**src/hw/rtl/nce_pkg.sv**
```systemverilog
package nce_pkg;

  localparam int unsigned NibW = 4;
  localparam int unsigned PcW  = 8;
  localparam int unsigned OpW  = 3;
  localparam int unsigned NumRegs = 4;

  // Instruction codes carried in the opcode field.
  typedef enum logic [OpW-1:0] {
    OpExit    = 3'd0,
    OpPrint   = 3'd1,
    OpInc     = 3'd2,
    OpMul     = 3'd3,
    OpMov     = 3'd4,
    OpCmp     = 3'd5,
    OpBlt     = 3'd6,
    OpIllegal = 3'd7
  } opcode_e;

  typedef logic [NibW-1:0] nib_t;
  typedef logic [PcW-1:0]  pc_t;

endpackage

```
**src/hw/rtl/nibble_cpu_execute_step_top.sv**
```systemverilog
// Execute stage of a small nibble CPU.
//
// Requests arrive on the input channel (in_valid_i / in_ready_o). Each request
// carries one fetched instruction: an opcode and the two program nibbles that
// follow it. Every request gives exactly one result on the output channel
// (out_valid_o / out_ready_i): the next fetch address, an optional print event
// (r0, r1 and the joined r2:r3) and the halted and fault status bits.
//
// A request is first captured in an input register. Once the output register is
// free or being emptied, it is executed against the register file, program counter
// and flags, which are updated at that edge, and its result is loaded into the
// output register. A new request can be accepted in every cycle while the receiver
// does not stall, so throughput is one instruction per cycle. The rate is set by the
// single execute step, which holds a 4x4 multiplier and the program counter adder.
//
// When the receiver stalls, the result is held in the output register and the
// request waiting in the input register stays there, unexecuted, until the
// result has been taken. Reset empties both stages and clears all four
// registers, the program counter, the compare flag and the halt flag.
module nibble_cpu_execute_step_top (
  input  logic             clk_i,
  input  logic             rst_ni,
  input  logic             in_valid_i,
  output logic             in_ready_o,
  input  logic [2:0]       opcode_i,
  input  logic [3:0]       arg_a_i,
  input  logic [3:0]       arg_b_i,
  output logic             out_valid_o,
  input  logic             out_ready_i,
  output nce_pkg::pc_t     next_pc_o,
  output logic             print_valid_o,
  output nce_pkg::nib_t    print_left_o,
  output nce_pkg::nib_t    print_right_o,
  output logic [7:0]       print_product_o,
  output logic             halted_o,
  output logic             fault_o
);
  import nce_pkg::*;

  // Input register stage.
  logic           req_valid_q;
  logic [OpW-1:0] req_op_q;
  nib_t           req_a_q;
  nib_t           req_b_q;

  // Architectural state.
  nib_t rf_q [NumRegs];
  nib_t rf_d [NumRegs];
  pc_t  pc_q, pc_d;
  logic cmp_q, cmp_d;
  logic halt_q, halt_d;

  // Output register stage.
  logic       out_valid_q;
  pc_t        res_pc_q;
  logic       res_pv_q, res_pv_d;
  nib_t       res_left_q, res_left_d;
  nib_t       res_right_q, res_right_d;
  logic [7:0] res_prod_q, res_prod_d;
  logic       res_fault_q, res_fault_d;

  logic       advance;
  logic       execute;
  logic       idx_ok;
  logic [1:0] idx;
  nib_t       sel_reg;
  logic [7:0] product;
  opcode_e    op;

  // The execute stage moves on when the output register is free or is being
  // emptied in this cycle.
  assign advance    = !out_valid_q || out_ready_i;
  assign execute    = req_valid_q && advance;
  assign in_ready_o = !req_valid_q || advance;

  assign op      = opcode_e'(req_op_q);
  // Only r0 and r1 may be named by inc, mov and cmp.
  assign idx_ok  = (req_a_q[3:1] == 3'd0);
  assign idx     = {1'b0, req_a_q[0]};
  assign sel_reg = rf_q[idx];
  assign product = {4'd0, rf_q[0]} * {4'd0, rf_q[1]};

  always_comb begin
    for (int i = 0; i < NumRegs; i++) begin
      rf_d[i] = rf_q[i];
    end
    pc_d        = pc_q;
    cmp_d       = cmp_q;
    halt_d      = halt_q;
    res_pv_d    = 1'b0;
    res_left_d  = '0;
    res_right_d = '0;
    res_prod_d  = '0;
    res_fault_d = 1'b0;
    // Once halted, every later instruction is ignored.
    if (!halt_q) begin
      case (op)
        OpExit: begin
          halt_d = 1'b1;
        end
        OpPrint: begin
          res_pv_d    = 1'b1;
          res_left_d  = rf_q[0];
          res_right_d = rf_q[1];
          res_prod_d  = {rf_q[2], rf_q[3]};
          pc_d        = pc_q + 8'd1;
        end
        OpInc: begin
          if (idx_ok) begin
            rf_d[idx] = sel_reg + 4'd1;
            pc_d      = pc_q + 8'd2;
          end else begin
            res_fault_d = 1'b1;
          end
        end
        OpMul: begin
          rf_d[2] = product[7:4];
          rf_d[3] = product[3:0];
          pc_d    = pc_q + 8'd3;
        end
        OpMov: begin
          if (idx_ok) begin
            rf_d[idx] = req_b_q;
            pc_d      = pc_q + 8'd3;
          end else begin
            res_fault_d = 1'b1;
          end
        end
        OpCmp: begin
          if (idx_ok) begin
            cmp_d = (sel_reg >= req_b_q);
            pc_d  = pc_q + 8'd3;
          end else begin
            res_fault_d = 1'b1;
          end
        end
        OpBlt: begin
          // Branch is taken when the flag is clear; the flag always clears.
          if (!cmp_q) begin
            pc_d = {req_a_q, req_b_q};
          end else begin
            pc_d = pc_q + 8'd3;
          end
          cmp_d = 1'b0;
        end
        default: begin
          res_fault_d = 1'b1;
        end
      endcase
    end
  end

  always_ff @(posedge clk_i or negedge rst_ni) begin
    if (!rst_ni) begin
      req_valid_q <= 1'b0;
      out_valid_q <= 1'b0;
      for (int i = 0; i < NumRegs; i++) begin
        rf_q[i] <= '0;
      end
      pc_q   <= '0;
      cmp_q  <= 1'b0;
      halt_q <= 1'b0;
    end else begin
      if (in_ready_o) begin
        req_valid_q <= in_valid_i;
      end
      if (advance) begin
        out_valid_q <= req_valid_q;
      end
      if (execute) begin
        for (int i = 0; i < NumRegs; i++) begin
          rf_q[i] <= rf_d[i];
        end
        pc_q   <= pc_d;
        cmp_q  <= cmp_d;
        halt_q <= halt_d;
      end
    end
  end

  // Payload registers carry no reset.
  always_ff @(posedge clk_i) begin
    if (in_ready_o && in_valid_i) begin
      req_op_q <= opcode_i;
      req_a_q  <= arg_a_i;
      req_b_q  <= arg_b_i;
    end
    if (execute) begin
      res_pc_q    <= pc_d;
      res_pv_q    <= res_pv_d;
      res_left_q  <= res_left_d;
      res_right_q <= res_right_d;
      res_prod_q  <= res_prod_d;
      res_fault_q <= res_fault_d;
    end
  end

  // halted_o is only read alongside out_valid_o, so the held state is used.
  assign out_valid_o     = out_valid_q;
  assign next_pc_o       = res_pc_q;
  assign print_valid_o   = res_pv_q;
  assign print_left_o    = res_left_q;
  assign print_right_o   = res_right_q;
  assign print_product_o = res_prod_q;
  assign halted_o        = halt_q;
  assign fault_o         = res_fault_q;

  // Once the halt flag is set, only reset clears it.
  assert property (@(posedge clk_i) disable iff (!rst_ni) $past(halt_q) |-> halt_q)
    else $error("halt flag cleared without reset");

  // A result never reports a print and a fault together.
  assert property (@(posedge clk_i) disable iff (!rst_ni)
    out_valid_o |-> !(print_valid_o && fault_o))
    else $error("print and fault reported together");

  // State only changes when an instruction executes.
  assert property (@(posedge clk_i) disable iff (!rst_ni)
    !$past(execute) |-> ($stable(pc_q) && $stable(cmp_q) && $stable(halt_q)))
    else $error("state changed without an executed instruction");

  // A stalled result stage keeps the waiting request out of execution.
  assert property (@(posedge clk_i) disable iff (!rst_ni)
    (out_valid_q && !out_ready_i) |-> !execute)
    else $error("instruction executed while result stalled");

endmodule

```
**config.mk**
```make
export PLATFORM = sky130hd
export DESIGN_NAME = nibble_cpu_execute_step_top
export DESIGN_NICKNAME = d
export VERILOG_FILES = /design/src/hw/rtl/nce_pkg.sv /design/src/hw/rtl/nibble_cpu_execute_step_top.sv
export SDC_FILE = /design/constraint.sdc
export NUM_CORES = 1
export LEC_CHECK = 0
export ABC_AREA = 1
export BUFFER_PORTS_ARGS = -buffer_cell sky130_fd_sc_hd__buf_2
export CORE_MARGIN = 5
export CORE_UTILIZATION = 35
export DETAILED_ROUTE_END_ITERATION = 8
export SETUP_SLACK_MARGIN = 0.1
export SLEW_MARGIN = 20
export SYNTH_ARGS = -nofsm -noshare
export SYNTH_HDL_FRONTEND = slang
export SYNTH_SLANG_ARGS = --single-unit
```
**constraint.sdc**
```tcl
create_clock -name clk_i -period 3 [get_ports clk_i]
set_input_delay 0.6 -clock clk_i [delete_from_list [all_inputs] [get_ports clk_i]]
set_output_delay 0.6 -clock clk_i [all_outputs]
set_load 0.005 [all_outputs]
```
# After elaboration in Yosys (flattened, before gate mapping)
# Index checks and enable logic that the tools add are counted.
# totals
reg_bits	65
latch_bits	0
mem_bits_rw	0
mem_bits_ro	0
inputBits	15
output_inout_bits	29
elab_cells	80
memories	0
# op_classes
addsub	4
multipliers	1
n_div	0
n_lt_le_gt_ge	3
eq_ne	9
n_shift	0
n_mux	23
n_bitwise	3
reduce_logical	19
# op_table
op	n
8-bit case mux with 5 select lines	1
16-bit bitwise mux	2
16-bit 2-to-1 mux	2
8-bit 2-to-1 mux	4
8-bit case mux with 3 select lines	1
8-bit by 2-bit adder with 8-bit output, second input constant	2
8-bit case mux with 2 select lines	1
4-bit 2-to-1 mux	3
5-bit AND reduction	2
3-bit equality test, second input constant	3
8-bit by 1-bit adder with 8-bit output, second input constant	1
4-bit binary-select mux with 2-bit select	1
4-bit demux with 2-bit select	1
4-bit by 4-bit multiplier with 8-bit output	1
3-bit by 2-bit equality test with 1-bit output, second input constant	2
3-bit zero test	2
2-bit != test, second input constant	3
1-bit 2-to-1 mux	5
4-bit by 1-bit adder with 4-bit output, second input constant	1
4-bit >= comparator	1
1-bit case mux with 2 select lines	2
4-bit AND reduction	1
2-bit nonzero test	2
2-bit OR reduction	2
11 further kinds	16

# Longest topological paths before layout
# Gate-level depths: netlist (run 1).
# depth
word_depth	8
mapped_depth	15
mapped_depth_nobuf	15

# Worst setup path before layout (run 1)
# Ideal clock, no wire load.
# synth_path
path_type	register -> register
start	reg rf_q[11] (netlist name)
end	reg rf_q[7] (netlist name)
setup_ns	0.126
t_arrival_ns	2.414
required_time_ns	2.874
slack_ns	0.460
path_stages_with_launch	14
path_buffers	0
period_less_slack_ns	2.540
path_cell_list	dfrtp_1 > nand2_1 > fa_1 > fa_1 > inv_1 > ha_1 > nand3_1 > nand2_1 > nand2_1 > nand2_1 > a21oi_1 > nand2_1 > nand2_1 > o22ai_1
# synth_via
elab_chain_cells	7
word_cells_on_any_way	8
cone_classes	add/sub: 1; mul: 1; mux: 6
# synth_lines
item	line_no	rtl
start: declaration	nibble_cpu_execute_step_top.sv:47	nib_t rf_q [NumRegs];
start signal: indexed assignment	nibble_cpu_execute_step_top.sv:172	rf_q[i] <= rf_d[i];
4-bit binary-select mux with 2-bit select	nibble_cpu_execute_step_top.sv:80	assign sel_reg = rf_q[idx];
4-bit 2-to-1 mux (not written as such) (2 in a row)	nibble_cpu_execute_step_top.sv:80	
4-bit by 1-bit adder with 4-bit output	nibble_cpu_execute_step_top.sv:110	rf_d[idx] = sel_reg + 4'd1;
16-bit bitwise mux	nibble_cpu_execute_step_top.sv:110	
16-bit 2-to-1 mux	nibble_cpu_execute_step_top.sv:109	if (idx_ok) begin
8-bit case mux with 3 select lines (*)	nibble_cpu_execute_step_top.sv:97	case (op)
# Every way passes the cells marked *; elsewhere a longest branch is shown, timed or not. The select of a mux whose other input is x is not followed.
# A chain may end at the register's enable or synchronous reset.

# Worst setup path in the final report (run 1)
# layout_path
start	reg rf_q[9] (netlist name)
end	reg rf_q[7] (netlist name)
# The elaborated chain is that of the path after synthesis.

==> metrics.txt, run 1 <==
DIE WIDTH 115.4 um; IO Port Bufs 43; 1st-iter DRT viols 231; met2 wire length 3997 um; post-DP HPWL 6634 um; fin area 4397 um2; Post-synth EDFFs 37; die height 115.4 um; postcts setup bufs 0; FF+latch count, synth 65; Slew @ Worst Pin 0.7003 ns; TritonCTS buffer count 9; post-synthesis cell type count 34; Synth warnings 0; antenna violation net count after detailed routing 0; total number of vias 3130; Clock Tree Buf Depth 2; period utilisation layout 0.8952; layout cells sized above 1 0.1825; FF/Latch Area 1814 um2; outcome finished, final reports clean; drt pass-1 iters 4; CP max stage delay 0.54 ns; ys async rst share 0.4308; Leak 0.002158 uW; setup total negative slack 0 ns; Reg power frac 0.552; NetSw 498.4 uW; crit start category flop; post-CTS sizing 0; Period minus WS final 2.686 ns; initial antenna violation count 0; combinational power share 0.093; Slew HR 0.5331; ant diodes 0; CP required 3.22 ns; Wirelength per Cell 13.43 um; peak supply drop 0.2160 mV; Total Power 1854 uW; CTS tree built; Multi-input gate area 1737 um2; WL met1 4156 um; top sig layer met4; Clock Skews 0.01390 ns; critical path's top delay family adder cells; nets@finish 550; hold_buf cts 0; final slew viol count 0; Yosys top cell area share 0.2858; Initial Utilization 0.3586; CP Cell Sequence nand2_1 > fa_1 > fa_1 > inv_1 > ha_1 > nand3_1 > nand2_1 > nand2_1 > nand2_1 > a21oi_1 > nand2_1 > nand2_1 > o22ai_1; pwr/cell area 421.7 nW/um2; Hold Fails Final Rpt 0; Clk pin slew, worst setup/hold paths 0.08 ns; Top FF cell, synth edfxtp_1; sequential area share after synthesis 0.4660; RSZ-0062 raised after global routing false; Routed WL 8795 um; Clock Latency Late Sink 0.35 ns; Max Freq 372.4 MHz; largest net degree at the start of global routing 39; grt total ovfl 0; Worst EP arrival 2.91 ns; area of placed instances 4224 um2; first-pass GRT wire length 14800 um; # H-tree levels 3; Commonest cells post-synth 129 x nand2_1, 68 x inv_1, 37 x edfxtp_1; drt via density 4.779; count of buffer and inverter cells on the critical path 1; CORE AREA 10840 um2; CP Class reg -> reg; worst-path fanout max 7; die area 13310 um2; total global-route track usage 0.1419; area leader, netlist edfxtp_1; final setup fails 0; Mapped Nets 502; fill count 1133; syn avg cell area 8.414 um2; critical path's slowest cell fa_1; vias in the first global route 3068; wire length on met3 481 um; Sw Share 0.2688; Max Cap Viol 0; GPL Wtd Cong 0.9237; largest cells by area after synthesis edfxtp_1 29%, dfrtp_1 18%, nand2_1 12%; Worst path most repeated cell nand2_1; Power Internal 1356 uW; CTS Sinks 65; DRC 0; Syn Inst Count 462; Critical Path End Type flop; CTS root buf clkbuf_8; Area growth, synth to finish 13.10%; IO Pins 44; Hold Path Class in -> async; row count 38; post-synthesis cell area 3887 um2; clock power share 0.356; top-count cell post-synth nand2_1
## cell families after synthesis
kind of cell,after synthesis,synth area share
buf+inv,81,0.08915
fa+ha+maj,25,0.08819
xor+xnor,6,0.01352
compound gates,60,0.08465
flops,65,0.4660
simple gates,223,0.2533
mux,2,0.005150
## stage by stage
stage                     hold WS [ns]  setup WS, ns  std cells  utilization
final                           0.2777        0.3145        655       0.4056
after global routing            0.3311        0.1229        655       0.4056
after CTS                       0.3050        0.2710        655       0.4054
after detailed placement        0.5152        0.2776        639       0.3897
after global placement          0.4948        0.3599        639       0.3897
after floorplan                 0.3044        0.4601        462            -
## state kept, by name, indices dropped and copies added (netlist names)
register / flops
rf_q: 16
next_pc_o: 8
pc_q: 8
print_product_o: 8
print_left_o: 4
print_right_o: 4
req_a_q: 4
req_b_q: 4
op: 3
cmp_q: 1
fault_o: 1
halted_o: 1
out_valid_o: 1
print_valid_o: 1
req_valid_q: 1
## layout make-up
| class | instances | area share |
|---|---|---|
| Sequential cell | 65 | 0.4126 |
| Clock buffer | 10 | 0.02903 |
| Tap cell | 140 | 0.03984 |
| Inverter | 74 | 0.06318 |
| Timing Repair Buffer | 44 | 0.05065 |
| Clock inverter | 6 | 0.009676 |
| Multi-Input combinational cell | 316 | 0.3950 |
## placed cells by master (no fill, tap or decap), types with 6 or more instances in the layout
cell type	instances
ha_1	21
inv_1	68
nor2_1	35
a21oi_1	12
edfxtp_1	37
dfrtp_1	26
o21ai_1	7
o21ai_0	30
inv_2	6
nand3_1	31
nand3_2	7
nor2_2	8
nand2_1	129
clkbuf_8	9
buf_2	43
## routing by layer
layer | up-vias | track usage
li1 | 1585 | -
met1 | 1466 | 0.1911
met2 | 67 | 0.2203
met3 | 12 | 0.02947
met4 | 0 | 0.06338
met5 | - | 0
## final timing paths
| check | from | slack (ns) | end | depth (start not counted) |
|---|---|---|---|---|
| hold / removal | rst_ni | 0.28 | pc_q[5] | 1 |
| hold reg to reg | req_valid_q | 0.53 | out_valid_o | 2 |
| setup reg to reg | rf_q[9] | 0.31 | rf_q[7] | 13 |
| min in group clk_i | arg_b_i[3] | 0.43 | req_b_q[3] | 1 |
| setup / recovery | rf_q[9] | 0.31 | rf_q[7] | 13 |
| max in group asynchronous | rst_ni | 2.21 | rf_q[11] | 1 |
## power groups by stage
stage               logic [uW]  registers, uW  clock network [uW]
finish                     172           1020                 659
global route               196           1030                 725
detailed placement         177           1040                   0
global placement           174           1040                   0
CTS                        177           1020                 682
floorplan                 97.2           1040                   0
Note: power is estimated with default switching activity, not from simulation.
==> inputs of run 2 (changes only) <==
--- a/config.mk
+++ b/config.mk
@@ -8,8 +8,9 @@
 export ABC_AREA = 1
 export BUFFER_PORTS_ARGS = -buffer_cell sky130_fd_sc_hd__buf_2
 export CORE_MARGIN = 5
-export CORE_UTILIZATION = 35
+export CORE_UTILIZATION = 59
 export DETAILED_ROUTE_END_ITERATION = 8
+export PLACE_DENSITY = 0.8
 export SETUP_SLACK_MARGIN = 0.1
 export SLEW_MARGIN = 20
 export SYNTH_ARGS = -nofsm -noshare
==> run 2 against run 1 <==
  * Maximum frequency about the same
  * Clock power grew 27%
  * Utilization rose by 28 points
  * Final area decreased by 0.31%
  * Die area fell by 38%
  * Non-clock buffer count grew 1
  * Sequential share of layout area increased by 0.22 points
  * Via count rose by 2.0%
  * First-iteration DRC count rose by 13%
  * Total power increased by 9.6%
  * Worst hold slack gained 0.015 ns
  * Combinational power barely moved
  * Critical endpoint is now rf_q[6]
  * Highest routed layer unchanged
==> metrics.txt, run 2 (synthesized netlist as in run 1, its figures left out) <==
outcome finished, final reports clean (unchanged); Clock Skews 0.01345 ns (was 0.01390 ns); Hold Path Class in -> async (unchanged); commonest non-fill, non-tap cell in the layout nand2_1 (unchanged); Area growth, synth to finish 12.75% (was 13.10%); TritonCTS buffer count 9 (unchanged); Wirelength per Cell 14.31 um (was 13.43 um); Power Internal 1532 uW (was 1356 uW); final setup fails 0 (unchanged); antenna violation net count after detailed routing 0 (unchanged); CTS tree built (unchanged); pwr/cell area 463.8 nW/um2 (was 421.7 nW/um2); drt pass-1 iters 6 (was 4); Clk pin slew, worst setup/hold paths 0.08 ns (about the same); nets@finish 551 (was 550); final hold slack 0.2928 ns (was 0.2777 ns); Period minus WS final 2.685 ns (was 2.686 ns); die area 8312 um2 (was 13310 um2); setup total negative slack 0 ns (unchanged); DIE WIDTH 91.17 um (was 115.4 um); R2R depth 9 (was 13); most frequent cells in the layout 129 x nand2_1, 68 x inv_1, 43 x buf_2 (unchanged); initial antenna violation count 0 (unchanged); critical path's slowest cell fa_1 (unchanged); Sw Share 0.2465 (was 0.2688); Critical Path End Type flop (unchanged); GPL Wtd Cong 0.9343 (was 0.9237); layout cells sized above 1 0.1919 (was 0.1825); ant diodes 0 (unchanged); Initial Utilization 0.6087 (was 0.3586); critical path depth 9 (was 13); # H-tree levels 3 (unchanged); Leak 0.002192 uW (was 0.002158 uW); post-DP HPWL 6138 um (was 6634 um); combinational power share 0.084 (was 0.093); DRC 0 (unchanged); CP Cell Sequence nand2_1 > fa_1 > fa_1 > inv_1 > fa_1 > nand3_1 > nand3_1 > xnor2_1 > mux2i_1 (was nand2_1 > fa_1 > fa_1 > inv_1 > ha_1 > nand3_1 > nand2_1 > nand2_1 > nand2_1 > a21oi_1 > nand2_1 > nand2_1 > o22ai_1); fill count 510 (was 1133); Slew HR 0.5484 (was 0.5331); final slew viol count 0 (unchanged); CORE AREA 6386 um2 (was 10840 um2); 1st-iter DRT viols 261 (was 231); Slew @ Worst Pin 0.6774 ns (was 0.7003 ns); CTS Sinks 65 (unchanged); total number of vias 3193 (was 3130); Clock Latency Late Sink 0.34 ns (was 0.35 ns); largest net degree at the start of global routing 39 (unchanged); Reg with most FFs rf_q (unchanged); IO Port Bufs 43 (unchanged); clock power share 0.412 (was 0.356); Max Freq 372.5 MHz (was 372.4 MHz); crit start category flop (unchanged); NetSw 501.1 uW (was 498.4 uW); Worst EP arrival 2.89 ns (was 2.91 ns); Hold Fails Final Rpt 0 (unchanged); first-pass GRT wire length 14120 um (was 14800 um); Worst path most repeated cell fa_1 (was nand2_1); grt total ovfl 0 (unchanged); Routed WL 8487 um (was 8795 um); total global-route track usage 0.2099 (was 0.1419); die height 91.17 um (was 115.4 um); RSZ-0062 raised after global routing false (unchanged); peak supply drop 0.3689 mV (was 0.2160 mV); CP Class reg -> reg (unchanged); drt via density 5.384 (was 4.779); Max Cap Viol 0 (unchanged); CP max stage delay 0.54 ns (about the same); row count 29 (was 38); CTS root buf clkbuf_8 (unchanged); period utilisation layout 0.8949 (was 0.8952); worst-path fanout max 6 (was 7); vias in the first global route 2995 (was 3068); CP required 3.21 ns (was 3.22 ns); Reg power frac 0.504 (was 0.552); IO Pins 44 (unchanged); count of buffer and inverter cells on the critical path 1 (unchanged); max reg flops 16 (unchanged); critical path's top delay family adder cells (unchanged); Clock Tree Buf Depth 2 (unchanged); hold_buf cts 0 (unchanged)
==> run 2: layout make-up <==
class,instances,area [um2],share of cell area
Inverter,74,277.8,0.06337
Tap cell,77,96.34,0.02198
Timing Repair Buffer,45,230.2,0.05253
Clock buffer,9,123.9,0.02826
Clock inverter,7,100.1,0.02284
Sequential cell,65,1818,0.4148
Multi-Input combinational cell,316,1737,0.3962
==> run 2: power by group through the flow <==
stage	combinational (uW)	sequential (uW)	clock, uW
CTS	172	1020	845
global route	192	1030	895
detailed placement	171	1040	0
floorplan	97.2	1040	0
finish	171	1020	837
global placement	167	1040	0
==> run 2: final timing paths <==
path,from,end,slack (ns)
max,rf_q[12],rf_q[6],0.32
min,rst_ni,halted_o,0.29
max reg2reg,rf_q[12],rf_q[6],0.32
min reg2reg,rf_q[4],rf_q[4],0.53
max in group asynchronous,rst_ni,rf_q[9],2.22
min in group clk_i,arg_b_i[1],req_b_q[1],0.43
==> run 2: timing repair <==
action                                  in CTS  in global routing
gates resized for setup                      0                  5
endpoints found under the setup margin       0                  1
buffers inserted                             0                  1
==> run 2: routing by layer <==
layer,GRT usage,part of all wire
met3,0.04215,0.069
met4,0.07702,0.014
met5,0,0
met2,0.3335,0.46
met1,0.2861,0.45
==> run 2: per-stage QoR <==
step	setup slack [ns]	cell area, um2	utilization	cells	total power (uW)
5_1_grt	0.1017	4383	0.6863	593	2116
3_3_place_gp	0.3864	4145	0.6491	576	1207
3_5_place_dp	0.2934	4145	0.6491	576	1214
2_1_floorplan	0.4601	3887	-	462	1136
6_report	0.3152	4383	0.6863	593	2033
4_1_cts	0.2505	4369	0.6842	592	2042
==> inputs of run 3 (changes only) <==
--- a/config.mk
+++ b/config.mk
@@ -11,6 +11,7 @@
 export CORE_UTILIZATION = 59
 export DETAILED_ROUTE_END_ITERATION = 8
 export PLACE_DENSITY = 0.8
+export RECOVER_POWER = 50
 export SETUP_SLACK_MARGIN = 0.1
 export SLEW_MARGIN = 20
 export SYNTH_ARGS = -nofsm -noshare
==> run 3 against run 2 <==
  * Clock power about the same
  * Final cell count unchanged
  * The run now ends with capacitance limit, slew limit left
  * Largest power group unchanged
  * Maximum frequency down 0.10%
  * Register-to-register slack about the same
  * Sequential share of layout area up 0.20 points
  * Sequential power about the same
  * Setup slack worse by 0.0028 ns
  * Count of clock-buffer cells in the layout unchanged
  * Via count down 0.69%
  * Total power down 0.38%
  * Final area down 0.49%
==> metrics.txt, run 3 (synthesized netlist as in run 1, its figures left out) <==
Critical Path End Type flop (unchanged); Hold Path Class in -> reg (was in -> async); Worst EP arrival 2.89 ns (about the same); Period minus WS final 2.688 ns (was 2.685 ns); crit start category flop (unchanged); TritonCTS buffer count 9 (unchanged); GPL Wtd Cong 0.9343 (unchanged); worst-path fanout max 6 (unchanged); Max Freq 372.1 MHz (was 372.5 MHz); fill count 519 (was 510); vias in the first global route 2995 (unchanged); final slew viol count 29 (was 0); Hold Path Origin arg_b_i[1]; FF/Latch Area 1818 um2 (unchanged); fin area 4362 um2 (was 4383 um2); setup total negative slack 0 ns (unchanged); CP required 3.21 ns (about the same); combinational power share 0.082 (was 0.084); CP Cell Sequence nand2_1 > fa_1 > fa_1 > inv_1 > fa_1 > nand3_1 > nand3_1 > xnor2_1 > mux2i_1 (unchanged); nets@finish 551 (unchanged); CP Class reg -> reg (unchanged); DRC 0 (unchanged); Slew HR -0.08777 (was 0.5484); antenna violation net count after detailed routing 0 (unchanged); clock power share 0.413 (was 0.412); Sw Share 0.2453 (was 0.2465); largest net degree at the start of global routing 39 (unchanged); NetSw 496.7 uW (was 501.1 uW); post-DP HPWL 6138 um (unchanged); IO Pins 44 (unchanged); Worst path most repeated cell fa_1 (unchanged); die area 8312 um2 (unchanged); drt pass-1 iters 4 (was 6); CTS Sinks 65 (unchanged); cell total after placement 576 (unchanged); grt total ovfl 0 (unchanged); layout cells sized above 1 0.1783 (was 0.1919); first-pass GRT wire length 14120 um (unchanged); total global-route track usage 0.2099 (unchanged); Reg2Reg Setup Slack 0.31 ns (was 0.32 ns); final setup fails 0 (unchanged); hold_buf cts 0 (unchanged); Initial Utilization 0.6087 (unchanged); CTS tree built (unchanged); Clock Tree Buf Depth 2 (unchanged); Reg with most FFs rf_q (unchanged); die height 91.17 um (unchanged); Routed WL 8453 um (was 8487 um); Clk pin slew, worst setup/hold paths 0.08 ns (about the same); IO Port Bufs 43 (unchanged); Hold Fails Final Rpt 0 (unchanged); critical path's slowest cell fa_1 (unchanged); Leak 0.002171 uW (was 0.002192 uW); initial antenna violation count 0 (unchanged); R2R Path End rf_q[6] (unchanged); max reg flops 16 (unchanged); 1st-iter DRT viols 213 (was 261); RR Startpoint rf_q[12] (unchanged); Slew @ Worst Pin 1.632 ns (was 0.6774 ns); Multi-input gate area 1725 um2 (was 1737 um2); Clock Latency Late Sink 0.34 ns (about the same); Clock Skews 0.01373 ns (was 0.01345 ns); R2R depth 9 (unchanged); pwr/cell area 464.3 nW/um2 (was 463.8 nW/um2); Wirelength per Cell 14.25 um (was 14.31 um); Power Internal 1528 uW (was 1532 uW); CORE AREA 6386 um2 (unchanged); Area growth, synth to finish 12.20% (was 12.75%); DIE WIDTH 91.17 um (unchanged); drt via density 5.347 (was 5.384); CTS root buf clkbuf_8 (unchanged); Max Cap Viol 1 (was 0); total number of vias 3171 (was 3193); outcome finished with violations (was finished, final reports clean); failing checks capacitance limit, slew limit; row count 29 (unchanged); RSZ-0062 raised after global routing false (unchanged); final hold slack 0.4342 ns (was 0.2928 ns); Total Power 2025 uW (was 2033 uW); ant diodes 0 (unchanged); CP max stage delay 0.54 ns (about the same); Hold Crit Endpoint req_b_q[1]; fin cells 593 (unchanged); Reg power frac 0.506 (was 0.504); commonest non-fill, non-tap cell in the layout nand2_1 (unchanged); period utilisation layout 0.8959 (was 0.8949); # H-tree levels 3 (unchanged); peak supply drop 0.3697 mV (was 0.3689 mV); area of placed instances 4145 um2 (unchanged); most frequent cells in the layout 129 x nand2_1, 68 x inv_1, 37 x edfxtp_1, 37 x buf_2, 35 x nor2_1 (was 129 x nand2_1, 68 x inv_1, 43 x buf_2); worst hold path depth 1
-- run 3: cell types whose count changed in the layout (fill, tap and decap cells not counted), sizes merged --
| cell | delta |
|---|---|
| clkbuf | +7 |
| buf | -7 |
-- run 3: stage by stage --
stage / setup WS [ns] / util
after floorplan: 0.4601 / -
after global placement: 0.3864 / 0.6491
after detailed placement: 0.2934 / 0.6491
after CTS: 0.2505 / 0.6842
after global routing: 0.1017 / 0.6830
final: 0.3124 / 0.6830
-- run 3: critical path, delay by kind of cell (launching register included) --
| kind | cells | cell delay [ns] |
|---|---|---|
| xor gates and xnor gates | 1 | 0.15 |
| adders and majority gates | 3 | 1.51 |
| buffers and inverters | 1 | 0.07 |
| DFF | 1 | 0.43 |
| muxes | 1 | 0.09 |
| and+or+nand+nor | 3 | 0.29 |
-- run 3: timing repair --
action,4_1_cts,5_1_grt
hold endpoints to repair,0,0
resized for setup,0,5
endpoints found under the setup margin,0,1
buffers inserted,0,1
-- run 3: area by class of cell --
type                       instances  share of cell area
clock inverter                     7             0.02295
sequential                        65              0.4168
timing repair buffer              45             0.05049
multi-input combinational        316              0.3956
inverter                          74             0.06368
clock buffer                       9             0.02840
tap                               77             0.02209
-- run 3: worst max-delay path by stage --
stage	depth (start not counted)	slack (ns)	from	to
final	9	0.31	rf_q[12]	rf_q[6]
after global routing	13	0.10	rf_q[12]	rf_q[7]
after CTS	9	0.25	rf_q[12]	rf_q[6]
after detailed placement	13	0.29	rf_q[12]	rf_q[7]
after global placement	13	0.39	rf_q[12]	rf_q[7]
after floorplan	13	0.46	rf_q[11]	rf_q[7]
-- run 3: power groups by stage --
stage,combinational [uW],clock [uW],sequential [uW]
after global placement,167,0,1040
final,165,836,1020
after CTS,172,845,1020
after detailed placement,171,0,1040
after global routing,186,895,1030
after floorplan,97.2,0,1040
-- run 3: routing by layer --
metal / up-vias / share of wire / track usage
li1: 1581 / - / -
met1: 1458 / 0.45 / 0.2861
met2: 114 / 0.46 / 0.3335
met3: 18 / 0.065 / 0.04215
met4: 0 / 0.019 / 0.07702
met5: - / 0 / 0
